[src/design/cwsc_pkg.sv]
// package: shared types and constants of the sparse weight compactor
`timescale 1ns / 1ps

package cwsc_pkg;

    localparam int MAX_KERNEL       = 8;
    localparam int MAX_IN_CHANNELS  = 511;
    localparam int MAX_OUT_CHANNELS = 4096;

    localparam int WEIGHT_W = 32;
    localparam int SLOT_W   = 28;
    localparam int POS_W    = 3;
    localparam int KSIZE_W  = 4;
    localparam int IC_W     = 9;
    localparam int OC_CFG_W = 13;
    localparam int OC_CNT_W = 12;
    localparam int CHAN_W   = 15;
    localparam int CFG_IDX_W  = 2;
    localparam int CFG_DATA_W = 13;

    localparam int QUEUE_DEPTH = 4;
    localparam int QPTR_W      = $clog2(QUEUE_DEPTH);
    localparam int QCNT_W      = $clog2(QUEUE_DEPTH + 1);

    // register indexes of the configuration port
    localparam logic [CFG_IDX_W-1:0] CFG_IN_CHANNELS  = 2'd0;
    localparam logic [CFG_IDX_W-1:0] CFG_OUT_CHANNELS = 2'd1;
    localparam logic [CFG_IDX_W-1:0] CFG_KERNEL_SIZE  = 2'd2;

    typedef enum logic [1:0] {
        KIND_VALUE   = 2'd0,
        KIND_IC_OFFS = 2'd1,
        KIND_OC_OFFS = 2'd2
    } kind_t;

    // effective (clamped) configuration
    typedef struct packed {
        logic [KSIZE_W-1:0]  k;
        logic [IC_W-1:0]     ic;
        logic [OC_CFG_W-1:0] oc;
    } cfg_t;

    // one classified weight: up to three pending results
    typedef struct packed {
        logic                has_val;
        logic                has_ic;
        logic                has_oc;
        logic [WEIGHT_W-1:0] value_bits;
        logic [POS_W-1:0]    row;
        logic [POS_W-1:0]    col;
        logic [SLOT_W-1:0]   val_slot;
        logic [SLOT_W-1:0]   ic_slot;
        logic [SLOT_W-1:0]   ic_offset;
        logic [SLOT_W-1:0]   oc_slot;
        logic [SLOT_W-1:0]   oc_offset;
    } job_t;

    // front to queue
    typedef struct packed {
        logic push;
        job_t job;
    } push_t;

endpackage

[src/design/cwsc_if.sv]
// interfaces: weight request channel and sparse entry request channel
`timescale 1ns / 1ps

interface cwsc_in_if;
    logic                            valid;
    logic                            ready;
    logic [cwsc_pkg::WEIGHT_W-1:0]   weight_bits;
    logic                            restart;

    modport source (output valid, output weight_bits, output restart, input ready);
    modport sink   (input valid, input weight_bits, input restart, output ready);
endinterface

interface cwsc_out_if;
    logic                            valid;
    logic                            ready;
    logic [1:0]                      kind;
    logic [cwsc_pkg::WEIGHT_W-1:0]   value_bits;
    logic [cwsc_pkg::POS_W-1:0]      kernel_row;
    logic [cwsc_pkg::POS_W-1:0]      kernel_col;
    logic [cwsc_pkg::SLOT_W-1:0]     slot;
    logic [cwsc_pkg::SLOT_W-1:0]     offset;
    logic                            last;

    modport source (output valid, output kind, output value_bits, output kernel_row,
                    output kernel_col, output slot, output offset, output last,
                    input ready);
    modport sink   (input valid, input kind, input value_bits, input kernel_row,
                    input kernel_col, input slot, input offset, input last,
                    output ready);
endinterface

[src/design/cwsc_front.sv]
// front: accepts weights, tracks position counters, classifies into jobs
`timescale 1ns / 1ps

module cwsc_front
(
    input  logic               clk,
    input  logic               rst_n,
    input  cwsc_pkg::cfg_t     cfg,
    input  logic               q_full,
    output cwsc_pkg::push_t    q_in,
    cwsc_in_if.sink            weights
);

    logic [cwsc_pkg::POS_W-1:0]    row_reg, row_next;
    logic [cwsc_pkg::POS_W-1:0]    col_reg, col_next;
    logic [cwsc_pkg::IC_W-1:0]     icc_reg, icc_next;
    logic [cwsc_pkg::OC_CNT_W-1:0] occ_reg, occ_next;
    logic [cwsc_pkg::SLOT_W-1:0]   tot_reg, tot_next;
    logic [cwsc_pkg::CHAN_W-1:0]   chn_reg, chn_next;

    logic [cwsc_pkg::POS_W-1:0]    rc, cc;
    logic [cwsc_pkg::IC_W-1:0]     icc;
    logic [cwsc_pkg::OC_CNT_W-1:0] occ;
    logic [cwsc_pkg::SLOT_W-1:0]   tot_base, tot_inc;
    logic [cwsc_pkg::CHAN_W-1:0]   chn_base, chn_inc;
    logic                          nz, col_end, row_end, ic_end, oc_end, accept;
    logic [cwsc_pkg::IC_W:0]       ic_p1;
    logic [21:0]                   ic_prod;

    assign accept        = weights.valid && weights.ready;
    assign weights.ready = !q_full;

    always_comb
    begin
        // restart clears counters before this weight is counted
        rc       = weights.restart ? '0 : row_reg;
        cc       = weights.restart ? '0 : col_reg;
        icc      = weights.restart ? '0 : icc_reg;
        occ      = weights.restart ? '0 : occ_reg;
        tot_base = weights.restart ? '0 : tot_reg;
        chn_base = weights.restart ? '0 : chn_reg;

        nz      = (weights.weight_bits[cwsc_pkg::WEIGHT_W-2:0] != '0);
        tot_inc = tot_base + cwsc_pkg::SLOT_W'(nz);
        chn_inc = chn_base + cwsc_pkg::CHAN_W'(nz);

        col_end = ({1'b0, cc} + 4'd1) >= cfg.k;
        row_end = col_end && (({1'b0, rc} + 4'd1) >= cfg.k);
        ic_end  = row_end && (({1'b0, icc} + 10'd1) >= {1'b0, cfg.ic});
        oc_end  = ic_end && (({1'b0, occ} + 13'd1) >= cfg.oc);

        col_next = col_end ? '0 : cc + 3'd1;
        row_next = col_end ? (row_end ? '0 : rc + 3'd1) : rc;
        icc_next = row_end ? (ic_end ? '0 : icc + 9'd1) : icc;
        occ_next = ic_end ? (oc_end ? '0 : occ + 12'd1) : occ;
        chn_next = ic_end ? '0 : chn_inc;
        tot_next = oc_end ? '0 : tot_inc;

        ic_p1   = {1'b0, cfg.ic} + 10'd1;
        ic_prod = 22'(ic_p1) * 22'(occ);

        q_in.push           = accept && (nz || row_end);
        q_in.job.has_val    = nz;
        q_in.job.has_ic     = row_end;
        q_in.job.has_oc     = ic_end;
        q_in.job.value_bits = weights.weight_bits;
        q_in.job.row        = rc;
        q_in.job.col        = cc;
        q_in.job.val_slot   = tot_base;
        q_in.job.ic_slot    = cwsc_pkg::SLOT_W'(ic_prod) + cwsc_pkg::SLOT_W'(icc)
                              + cwsc_pkg::SLOT_W'(1);
        q_in.job.ic_offset  = cwsc_pkg::SLOT_W'(chn_inc);
        q_in.job.oc_slot    = cwsc_pkg::SLOT_W'(occ) + cwsc_pkg::SLOT_W'(1);
        q_in.job.oc_offset  = tot_inc;
    end

    always_ff @(posedge clk or negedge rst_n)
    begin
        if (!rst_n)
        begin
            row_reg <= '0;
            col_reg <= '0;
            icc_reg <= '0;
            occ_reg <= '0;
            tot_reg <= '0;
            chn_reg <= '0;
        end
        else if (accept)
        begin
            row_reg <= row_next;
            col_reg <= col_next;
            icc_reg <= icc_next;
            occ_reg <= occ_next;
            tot_reg <= tot_next;
            chn_reg <= chn_next;
        end
    end

`ifndef NO_ASSERTIONS
    // a nonzero weight always leaves a job behind
    a_nz_pushes: assert property (@(posedge clk) disable iff (!rst_n)
        (accept && nz) |-> q_in.push)
        else $error("nonzero weight dropped");

    // output channel end only comes with a channel offset job
    a_oc_has_ic: assert property (@(posedge clk) disable iff (!rst_n)
        (q_in.push && q_in.job.has_oc) |-> q_in.job.has_ic)
        else $error("output channel end without input channel end");
`endif

endmodule

[src/design/cwsc_queue.sv]
// queue: short job queue between front and back
`timescale 1ns / 1ps

module cwsc_queue
(
    input  logic              clk,
    input  logic              rst_n,
    input  cwsc_pkg::push_t   q_in,
    output logic              q_full,
    output logic              q_valid,
    output cwsc_pkg::job_t    q_job,
    input  logic              q_pop
);

    cwsc_pkg::job_t                mem_reg [cwsc_pkg::QUEUE_DEPTH];
    logic [cwsc_pkg::QPTR_W-1:0]   wr_reg, wr_next;
    logic [cwsc_pkg::QPTR_W-1:0]   rd_reg, rd_next;
    logic [cwsc_pkg::QCNT_W-1:0]   cnt_reg, cnt_next;
    logic                          do_pop;

    localparam logic [cwsc_pkg::QPTR_W-1:0] PTR_LAST =
        cwsc_pkg::QPTR_W'(cwsc_pkg::QUEUE_DEPTH - 1);
    localparam logic [cwsc_pkg::QCNT_W-1:0] CNT_FULL =
        cwsc_pkg::QCNT_W'(cwsc_pkg::QUEUE_DEPTH);

    assign q_full  = (cnt_reg == CNT_FULL);
    assign q_valid = (cnt_reg != '0);
    assign q_job   = mem_reg[rd_reg];
    assign do_pop  = q_pop && q_valid;

    always_comb
    begin
        wr_next  = q_in.push ? ((wr_reg == PTR_LAST) ? '0 : wr_reg + 1'b1) : wr_reg;
        rd_next  = do_pop ? ((rd_reg == PTR_LAST) ? '0 : rd_reg + 1'b1) : rd_reg;
        cnt_next = cnt_reg + cwsc_pkg::QCNT_W'(q_in.push) - cwsc_pkg::QCNT_W'(do_pop);
    end

    always_ff @(posedge clk)
    begin
        if (q_in.push)
        begin
            mem_reg[wr_reg] <= q_in.job;
        end
    end

    always_ff @(posedge clk or negedge rst_n)
    begin
        if (!rst_n)
        begin
            wr_reg  <= '0;
            rd_reg  <= '0;
            cnt_reg <= '0;
        end
        else
        begin
            wr_reg  <= wr_next;
            rd_reg  <= rd_next;
            cnt_reg <= cnt_next;
        end
    end

`ifndef NO_ASSERTIONS
    // fill count stays within depth
    a_cnt_range: assert property (@(posedge clk) disable iff (!rst_n)
        cnt_reg <= CNT_FULL)
        else $error("queue count out of range");
`endif

endmodule

[src/design/cwsc_back.sv]
// back: drains jobs, one sparse entry per cycle via an output register unless stalled
`timescale 1ns / 1ps

module cwsc_back
(
    input  logic              clk,
    input  logic              rst_n,
    input  logic              q_valid,
    input  cwsc_pkg::job_t    q_job,
    output logic              q_pop,
    cwsc_out_if.source        entries
);

    cwsc_pkg::job_t                cur_reg;
    logic [2:0]                    pend_reg, pend_next, rem;
    logic                          out_valid_reg, out_valid_next;
    cwsc_pkg::kind_t               kind_reg, kind_next;
    logic [cwsc_pkg::WEIGHT_W-1:0] val_reg, val_next;
    logic [cwsc_pkg::POS_W-1:0]    row_reg, row_next;
    logic [cwsc_pkg::POS_W-1:0]    col_reg, col_next;
    logic [cwsc_pkg::SLOT_W-1:0]   slot_reg, slot_next;
    logic [cwsc_pkg::SLOT_W-1:0]   offs_reg, offs_next;
    logic                          last_reg;
    logic                          busy, adv, emit, done;

    // pend bits: [2] value entry, [1] input channel offset, [0] output channel offset
    always_comb
    begin
        busy = (pend_reg != '0);
        adv  = !out_valid_reg || entries.ready;
        emit = adv && busy;

        kind_next = cwsc_pkg::KIND_OC_OFFS;
        val_next  = '0;
        row_next  = '0;
        col_next  = '0;
        slot_next = cur_reg.oc_slot;
        offs_next = cur_reg.oc_offset;
        rem       = 3'b000;
        if (pend_reg[2])
        begin
            kind_next = cwsc_pkg::KIND_VALUE;
            val_next  = cur_reg.value_bits;
            row_next  = cur_reg.row;
            col_next  = cur_reg.col;
            slot_next = cur_reg.val_slot;
            offs_next = '0;
            rem       = {1'b0, pend_reg[1:0]};
        end
        else if (pend_reg[1])
        begin
            kind_next = cwsc_pkg::KIND_IC_OFFS;
            slot_next = cur_reg.ic_slot;
            offs_next = cur_reg.ic_offset;
            rem       = {2'b00, pend_reg[0]};
        end

        done  = !busy || (emit && (rem == '0));
        q_pop = done && q_valid;

        if (q_pop)
        begin
            pend_next = {q_job.has_val, q_job.has_ic, q_job.has_oc};
        end
        else if (emit)
        begin
            pend_next = rem;
        end
        else
        begin
            pend_next = pend_reg;
        end

        out_valid_next = emit ? 1'b1 : (entries.ready ? 1'b0 : out_valid_reg);
    end

    always_ff @(posedge clk)
    begin
        if (q_pop)
        begin
            cur_reg <= q_job;
        end
        if (emit)
        begin
            kind_reg <= kind_next;
            val_reg  <= val_next;
            row_reg  <= row_next;
            col_reg  <= col_next;
            slot_reg <= slot_next;
            offs_reg <= offs_next;
            last_reg <= (rem == '0);
        end
    end

    always_ff @(posedge clk or negedge rst_n)
    begin
        if (!rst_n)
        begin
            pend_reg      <= '0;
            out_valid_reg <= 1'b0;
        end
        else
        begin
            pend_reg      <= pend_next;
            out_valid_reg <= out_valid_next;
        end
    end

    assign entries.valid      = out_valid_reg;
    assign entries.kind       = kind_reg;
    assign entries.value_bits = val_reg;
    assign entries.kernel_row = row_reg;
    assign entries.kernel_col = col_reg;
    assign entries.slot       = slot_reg;
    assign entries.offset     = offs_reg;
    assign entries.last       = last_reg;

`ifndef NO_ASSERTIONS
    // offset entries carry no weight and no position
    a_offs_clean: assert property (@(posedge clk) disable iff (!rst_n)
        (out_valid_reg && kind_reg != cwsc_pkg::KIND_VALUE)
            |-> (val_reg == '0 && row_reg == '0 && col_reg == '0))
        else $error("offset entry with payload");

    // an output channel offset always closes its request group
    a_oc_last: assert property (@(posedge clk) disable iff (!rst_n)
        (out_valid_reg && kind_reg == cwsc_pkg::KIND_OC_OFFS) |-> last_reg)
        else $error("output channel offset not last");
`endif

endmodule

[src/design/conv_weight_sparse_compactor.sv]
// top level: dense convolution weight to sparse row compactor
`timescale 1ns / 1ps

// usage
//  - weights: one dense float32 weight per request, in output channel, input
//    channel, row, column order; restart marks the first weight of a tensor
//  - entries: sparse result requests; a nonzero weight gives a value entry,
//    the end of an input channel adds its running channel count, the end of
//    an output channel adds the running total; last marks the final entry
//    caused by one weight
//  - cfg: write port for in_channels, out_channels and kernel_size, written
//    only while the block is idle; values are truncated to width, then clamped
//  - a weight is taken every cycle while the job queue has room; its job is
//    written to the queue, then moved into the back end, and its first entry
//    goes from there into the output register
//  - the back end emits one entry per cycle unless stalled, so a weight with
//    three entries holds it for all three; the 4-deep job queue absorbs bursts
//  - when the receiver stalls, the output register holds, then the queue fills
//    and weights ready drops
//  - reset clears counters, the queue and the output register, and sets the
//    registers to in_channels 1, out_channels 1, kernel_size 3
module conv_weight_sparse_compactor
(
    input  logic                                clk,
    input  logic                                rst_n,
    input  logic                                cfg_wr_en,
    input  logic [cwsc_pkg::CFG_IDX_W-1:0]      cfg_index,
    input  logic [cwsc_pkg::CFG_DATA_W-1:0]     cfg_data,
    cwsc_in_if.sink                             weights,
    cwsc_out_if.source                          entries
);

    logic [cwsc_pkg::IC_W-1:0]     ic_cfg_reg;
    logic [cwsc_pkg::OC_CFG_W-1:0] oc_cfg_reg;
    logic [cwsc_pkg::KSIZE_W-1:0]  k_cfg_reg;
    cwsc_pkg::cfg_t                cfg;

    cwsc_pkg::push_t               q_in;
    logic                          q_full;
    logic                          q_valid;
    logic                          q_pop;
    cwsc_pkg::job_t                q_job;

    // register writes; an unknown index is ignored
    always_ff @(posedge clk or negedge rst_n)
    begin
        if (!rst_n)
        begin
            ic_cfg_reg <= cwsc_pkg::IC_W'(1);
            oc_cfg_reg <= cwsc_pkg::OC_CFG_W'(1);
            k_cfg_reg  <= cwsc_pkg::KSIZE_W'(3);
        end
        else if (cfg_wr_en)
        begin
            unique case (cfg_index)
                cwsc_pkg::CFG_IN_CHANNELS:  ic_cfg_reg <= cfg_data[cwsc_pkg::IC_W-1:0];
                cwsc_pkg::CFG_OUT_CHANNELS: oc_cfg_reg <= cfg_data;
                cwsc_pkg::CFG_KERNEL_SIZE:  k_cfg_reg  <= cfg_data[cwsc_pkg::KSIZE_W-1:0];
                default:                    ;
            endcase
        end
    end

    // clamp to the supported ranges
    always_comb
    begin
        cfg.k  = (k_cfg_reg == '0) ? cwsc_pkg::KSIZE_W'(1)
               : ((k_cfg_reg > cwsc_pkg::KSIZE_W'(cwsc_pkg::MAX_KERNEL))
                  ? cwsc_pkg::KSIZE_W'(cwsc_pkg::MAX_KERNEL) : k_cfg_reg);
        // 9-bit register never exceeds the input channel limit
        cfg.ic = (ic_cfg_reg == '0) ? cwsc_pkg::IC_W'(1) : ic_cfg_reg;
        cfg.oc = (oc_cfg_reg == '0) ? cwsc_pkg::OC_CFG_W'(1)
               : ((oc_cfg_reg > cwsc_pkg::OC_CFG_W'(cwsc_pkg::MAX_OUT_CHANNELS))
                  ? cwsc_pkg::OC_CFG_W'(cwsc_pkg::MAX_OUT_CHANNELS) : oc_cfg_reg);
    end

    // front: counters and classification
    cwsc_front u_front
    (
        .clk     (clk),
        .rst_n   (rst_n),
        .cfg     (cfg),
        .q_full  (q_full),
        .q_in    (q_in),
        .weights (weights)
    );

    // job queue
    cwsc_queue u_queue
    (
        .clk     (clk),
        .rst_n   (rst_n),
        .q_in    (q_in),
        .q_full  (q_full),
        .q_valid (q_valid),
        .q_job   (q_job),
        .q_pop   (q_pop)
    );

    // back: entry sequencing and output register
    cwsc_back u_back
    (
        .clk     (clk),
        .rst_n   (rst_n),
        .q_valid (q_valid),
        .q_job   (q_job),
        .q_pop   (q_pop),
        .entries (entries)
    );

endmodule
[src/flat_wrapper.sv]
// flat-port wrapper written by rule: the top's interface ports become plain ports
module conv_weight_sparse_compactor_flat 
  (clk, rst_n, cfg_wr_en, cfg_index, cfg_data, weights_valid, weights_weight_bits, weights_restart, weights_ready, entries_valid, entries_kind, entries_value_bits, entries_kernel_row, entries_kernel_col, entries_slot, entries_offset, entries_last, entries_ready);
  cwsc_in_if weights_i ();
  cwsc_out_if entries_i ();
  input  logic clk;
  input  logic rst_n;
  input  logic cfg_wr_en;
  input  logic [cwsc_pkg::CFG_IDX_W-1:0] cfg_index;
  input  logic [cwsc_pkg::CFG_DATA_W-1:0] cfg_data;
  input wire logic [$bits(weights_i.valid)-1:0] weights_valid;
  input wire logic [$bits(weights_i.weight_bits)-1:0] weights_weight_bits;
  input wire logic [$bits(weights_i.restart)-1:0] weights_restart;
  output wire logic [$bits(weights_i.ready)-1:0] weights_ready;
  output wire logic [$bits(entries_i.valid)-1:0] entries_valid;
  output wire logic [$bits(entries_i.kind)-1:0] entries_kind;
  output wire logic [$bits(entries_i.value_bits)-1:0] entries_value_bits;
  output wire logic [$bits(entries_i.kernel_row)-1:0] entries_kernel_row;
  output wire logic [$bits(entries_i.kernel_col)-1:0] entries_kernel_col;
  output wire logic [$bits(entries_i.slot)-1:0] entries_slot;
  output wire logic [$bits(entries_i.offset)-1:0] entries_offset;
  output wire logic [$bits(entries_i.last)-1:0] entries_last;
  input wire logic [$bits(entries_i.ready)-1:0] entries_ready;
  assign weights_i.valid = weights_valid;
  assign weights_i.weight_bits = weights_weight_bits;
  assign weights_i.restart = weights_restart;
  assign weights_ready = weights_i.ready;
  assign entries_valid = entries_i.valid;
  assign entries_kind = entries_i.kind;
  assign entries_value_bits = entries_i.value_bits;
  assign entries_kernel_row = entries_i.kernel_row;
  assign entries_kernel_col = entries_i.kernel_col;
  assign entries_slot = entries_i.slot;
  assign entries_offset = entries_i.offset;
  assign entries_last = entries_i.last;
  assign entries_i.ready = entries_ready;
  conv_weight_sparse_compactor u_core (.clk(clk), .rst_n(rst_n), .cfg_wr_en(cfg_wr_en), .cfg_index(cfg_index), .cfg_data(cfg_data), .weights(weights_i), .entries(entries_i));
endmodule
[config.mk]
export PLATFORM = sky130hd
export DESIGN_NAME = conv_weight_sparse_compactor_flat
export DESIGN_NICKNAME = d
export VERILOG_FILES = /design/src/design/cwsc_pkg.sv /design/src/design/cwsc_if.sv /design/src/design/cwsc_front.sv /design/src/design/cwsc_queue.sv /design/src/design/cwsc_back.sv /design/src/design/conv_weight_sparse_compactor.sv /design/src/flat_wrapper.sv
export SDC_FILE = /design/constraint.sdc
export NUM_CORES = 1
export LEC_CHECK = 0
export BUFFER_PORTS_ARGS = -buffer_cell sky130_fd_sc_hd__buf_2
export CORE_ASPECT_RATIO = 0.5
export CORE_MARGIN = 8
export CORE_UTILIZATION = 40
export CTS_CLUSTER_DIAMETER = 60
export DETAILED_ROUTE_END_ITERATION = 6
export PLACE_DENSITY = 0.58
export SYNTH_ARGS = -nofsm -noshare
export SYNTH_HDL_FRONTEND = slang
export SYNTH_HIERARCHICAL = 1
export SYNTH_SLANG_ARGS = --single-unit
export TNS_END_PERCENT = 30
[constraint.sdc]
create_clock -name clk -period 8.2 [get_ports clk]
set_input_delay 1.23 -clock clk [delete_from_list [all_inputs] [get_ports clk]]
set_output_delay 1.23 -clock clk [all_outputs]
set_load 0.1 [all_outputs]
==> results.yml <==
run_status:
  outcome: "finished clean"
synth:
  synth.distinct_cells: 91
  synth-seq-cells: 1106
  avgSynthCellArea_um2: 17.02
  seq_area_frac_synth_pct: 67.79
  ys_async_sr_fraction_pct: 9.675
  syn_inst: 2832
  synth_flop_cell: "edfxtp_1"
  yosys_warnings: 6
  synth-edff-count: 999
  syn_area_um2: 48210
route:
  vias: 23980
  drtAntennaViolNets: 0
  drc: 0
  drt-total-wl_um: 106100
  dr.first_iter.drc_count: 1689
  wl_per_cell_um: 22.67
  via_per_inst: 5.125
  firstDrtPassIters: 5
setup_path:
  cpPeakStageDelay_ns: 0.54
  endpoint_kind: "flop"
  cp_max_fo: 7
  critical_path_class: "flop to flop"
  crit_chain: "nor4_1 -> a21o_1 -> ha_1 -> nand2_1 -> nor4_1 -> xnor2_1 -> nor2_1 -> ha_1 -> ha_1 -> inv_1 -> fa_1 -> inv_1 -> fa_1 -> inv_1 -> fa_1 -> inv_1 -> ha_1 -> a2111oi_1 -> a211oi_1 -> o2111ai_1 -> a21oi_1 -> or3_1 -> a311o_1"
  cp.arrival_ns: 7.74
  critPathBufInv: 4
  startpoint_type: "flop"
  cp_slowest_cell: "fa_1"
  critPathRequiredTime_ns: 8.60
  cp_top_family: "adder cells"
place:
  dpl_cell_area_um2: 50220
  numPortBuffers: 151
  hpwlAfterDp_um: 67470
  gp_congestion: 0.8403
die:
  die_w_um: 507.0
  start_util_pct: 40.16
  num_rows: 90
  ios: 152
  die_h_um: 261.5
  dieArea_um2: 132600
  coreArea_um2: 120000
clock_tree:
  clock_latency_ns: 0.69
  cts_tree: "yes"
  ctsHtreeMaxLevel: 3
  cts_root_buffer: "clkbuf_16"
  cts_buffers: 103
  cts_hold_buf: 0
  clock_path_buffers: 3
  cts_setup_buffers: 0
  clock_sinks: 1106
  post_cts_resized: 0
  clk_pin_slew_worst_paths_ns: 0.06
timing:
  worst_pin_slew_ns: 1.222
  hold_viol: 0
  fmax_mhz: 136.3
  timing.final.crit_share_pct: 89.50
  slew_headroom_pct: 18.52
  hold_slack_ns: 0.4795
  rsz0062_at_grt: "false"
  finalMaxSlewViolations: 0
  post-route-min-period_ns: 7.339
  fin_skew_ns: 0.03602
  setup-violations-final: 0
global_route:
  antenna_found_initial: 2
  grt-ovfl-total: 0
  grt_pass1_wl_um: 160600
  grt_max_degree: 96
  grt_usage_pct: 15.92
  grt_pass1_vias: 25300
min_path:
  hold_class: "flop to flop"
power_and_ir_drop:
  p_leak_nw: 19.20
  power.density_nw_per_um2: 364.7
  irDropWorstVdd_mv: 0.3811
  power_mw: 19.54
cells_and_area:
  postLayoutCoreUtil_pct: 44.62
  nets: 3234
  final_area_um2: 53570
  drive_gt1_share_pct: 19.20
  largest_reg_flops: 724
  synthToLayoutAreaGrowth_pct: 11.12
job:
  maxCapViolCount: 0
==> worst paths after layout <==
check | start | end | slack, ns | cells after the start
max in group asynchronous | rst_n | u_core/u_queue/rd_reg[0]$_DFFE_PN0P_ | 6.12 | 2
max reg2reg | u_core/ic_cfg_reg[1]$_DFFE_PN0P_ | u_core/u_queue/mem_reg[2][107]$_DFFE_PP_ | 0.86 | 23
min | u_core/u_front/col_reg[0]$_DFFE_PN0P_ | u_core/u_front/col_reg[0]$_DFFE_PN0P_ | 0.48 | 2
max | u_core/ic_cfg_reg[1]$_DFFE_PN0P_ | u_core/u_queue/mem_reg[2][107]$_DFFE_PP_ | 0.86 | 23
min reg2reg | u_core/u_front/col_reg[0]$_DFFE_PN0P_ | u_core/u_front/col_reg[0]$_DFFE_PN0P_ | 0.48 | 2
min in group asynchronous | rst_n | u_core/k_cfg_reg[2]$_DFFE_PN0P_ | 0.58 | 1
==> placed cells by master, fill, tap and decap left out, types with 32 or more instances in the layout <==
cell	synthesis	layout
a22o_1	42	42
ha_1	114	114
conb_1	1	32
a21oi_1	34	34
nor2b_1	73	72
mux2i_1	57	57
clkbuf_1	45	36
edfxtp_1	999	999
inv_1	162	162
xnor2_1	51	51
nor2_1	151	150
fa_1	90	90
and2_1	52	48
mux4_2	181	181
buf_2	33	149
dfrtp_1	103	99
nand2_1	169	168
nand3_1	39	39
buf_4	69	34
clkbuf_16	0	105
xor2_1	34	34
o21ai_0	45	45
==> per-layer routing <==
| layer | part of all wire, % | global-route usage [%] | vias to the layer above |
|---|---|---|---|
| met5 | 0 | 0 | - |
| met4 | 2.0 | 3.731 | 0 |
| met3 | 4.1 | 2.792 | 123 |
| met2 | 49 | 27.09 | 456 |
| met1 | 45 | 21.50 | 12530 |
| li1 | - | - | 10860 |
==> cell usage after synthesis, types with 11 or more instances <==
| library cell | instances | area [um^2] |
|---|---|---|
| inv_1 | 162 | 608.1 |
| nand4_1 | 17 | 106.4 |
| nand2_1 | 169 | 634.4 |
| ha_1 | 114 | 1426 |
| mux2i_1 | 57 | 570.6 |
| buf_6 | 13 | 146.4 |
| buf_4 | 69 | 518.0 |
| xnor2_1 | 51 | 446.7 |
| edfxtp_1 | 999 | 30000 |
| mux2_2 | 18 | 202.7 |
| clkbuf_1 | 45 | 168.9 |
| o21ai_1 | 23 | 115.1 |
| and2_1 | 52 | 325.3 |
| a21oi_1 | 34 | 170.2 |
| mux4_2 | 181 | 4076 |
| a21o_1 | 16 | 120.1 |
| o21ai_0 | 45 | 225.2 |
| nor4_1 | 17 | 106.4 |
| nor3_1 | 13 | 65.06 |
| nand3_1 | 39 | 195.2 |
| a22o_1 | 42 | 367.9 |
| buf_12 | 13 | 260.3 |
| nand2b_1 | 11 | 68.82 |
| fa_1 | 90 | 1802 |
| xor2_1 | 34 | 297.8 |
| nor2b_1 | 73 | 456.7 |
| nor2_1 | 151 | 566.8 |
| and3_1 | 18 | 112.6 |
| dfrtp_1 | 103 | 2577 |
| buf_2 | 33 | 165.2 |
==> worst min-delay path: cells and delay by family (launching register included) <==
kind	cells	cell delay (ns)
AND/OR/NAND/NOR	1	0.05
AO/OA/AOI/OAI	1	0.06
flip-flops	1	0.34
==> final cells by class <==
cell class	count	area, um^2
repair buffers	195	1241
clock buffers	147	2845
flip-flops and latches	1106	32700
multi-input cells	1405	13640
well taps	1610	2014
fillers	10480	66470
inverters	166	623.1
clock inverters	48	500.5
diodes	1	2.502
==> power by group <==
part           switching (mW)  internal, mW
combinational            4.15          1.70
clock                    2.07          2.65
sequential              0.653          8.32
total                    6.87          12.7
==> cells by family (layout without fill, tap and decap cells) <==
kind of cell,Yosys count,count (layout),share of synthesized area (%)
AOI/OAI and AO/OA,224,224,3.247
xor gates and xnor gates,85,85,1.544
adders and majority gates,204,204,6.696
buffers and inverters,352,556,4.220
DFF,1106,1106,67.79
muxes,266,266,10.37
other,1,33,0.007779
and+or+nand+nor,594,594,6.120
==> metrics by stage <==
step	std cells	TNS, ns	worst slack [ns]
final	4678	0	0.8608
after global routing	4677	0	0.5247
after CTS	4677	0	0.9163
after detailed placement	4482	0	0.8310
after global placement	4482	0	0.9161
after floorplan	2863	-202.42	-0.5592
No activity file was read; power rests on OpenSTA's default activity.
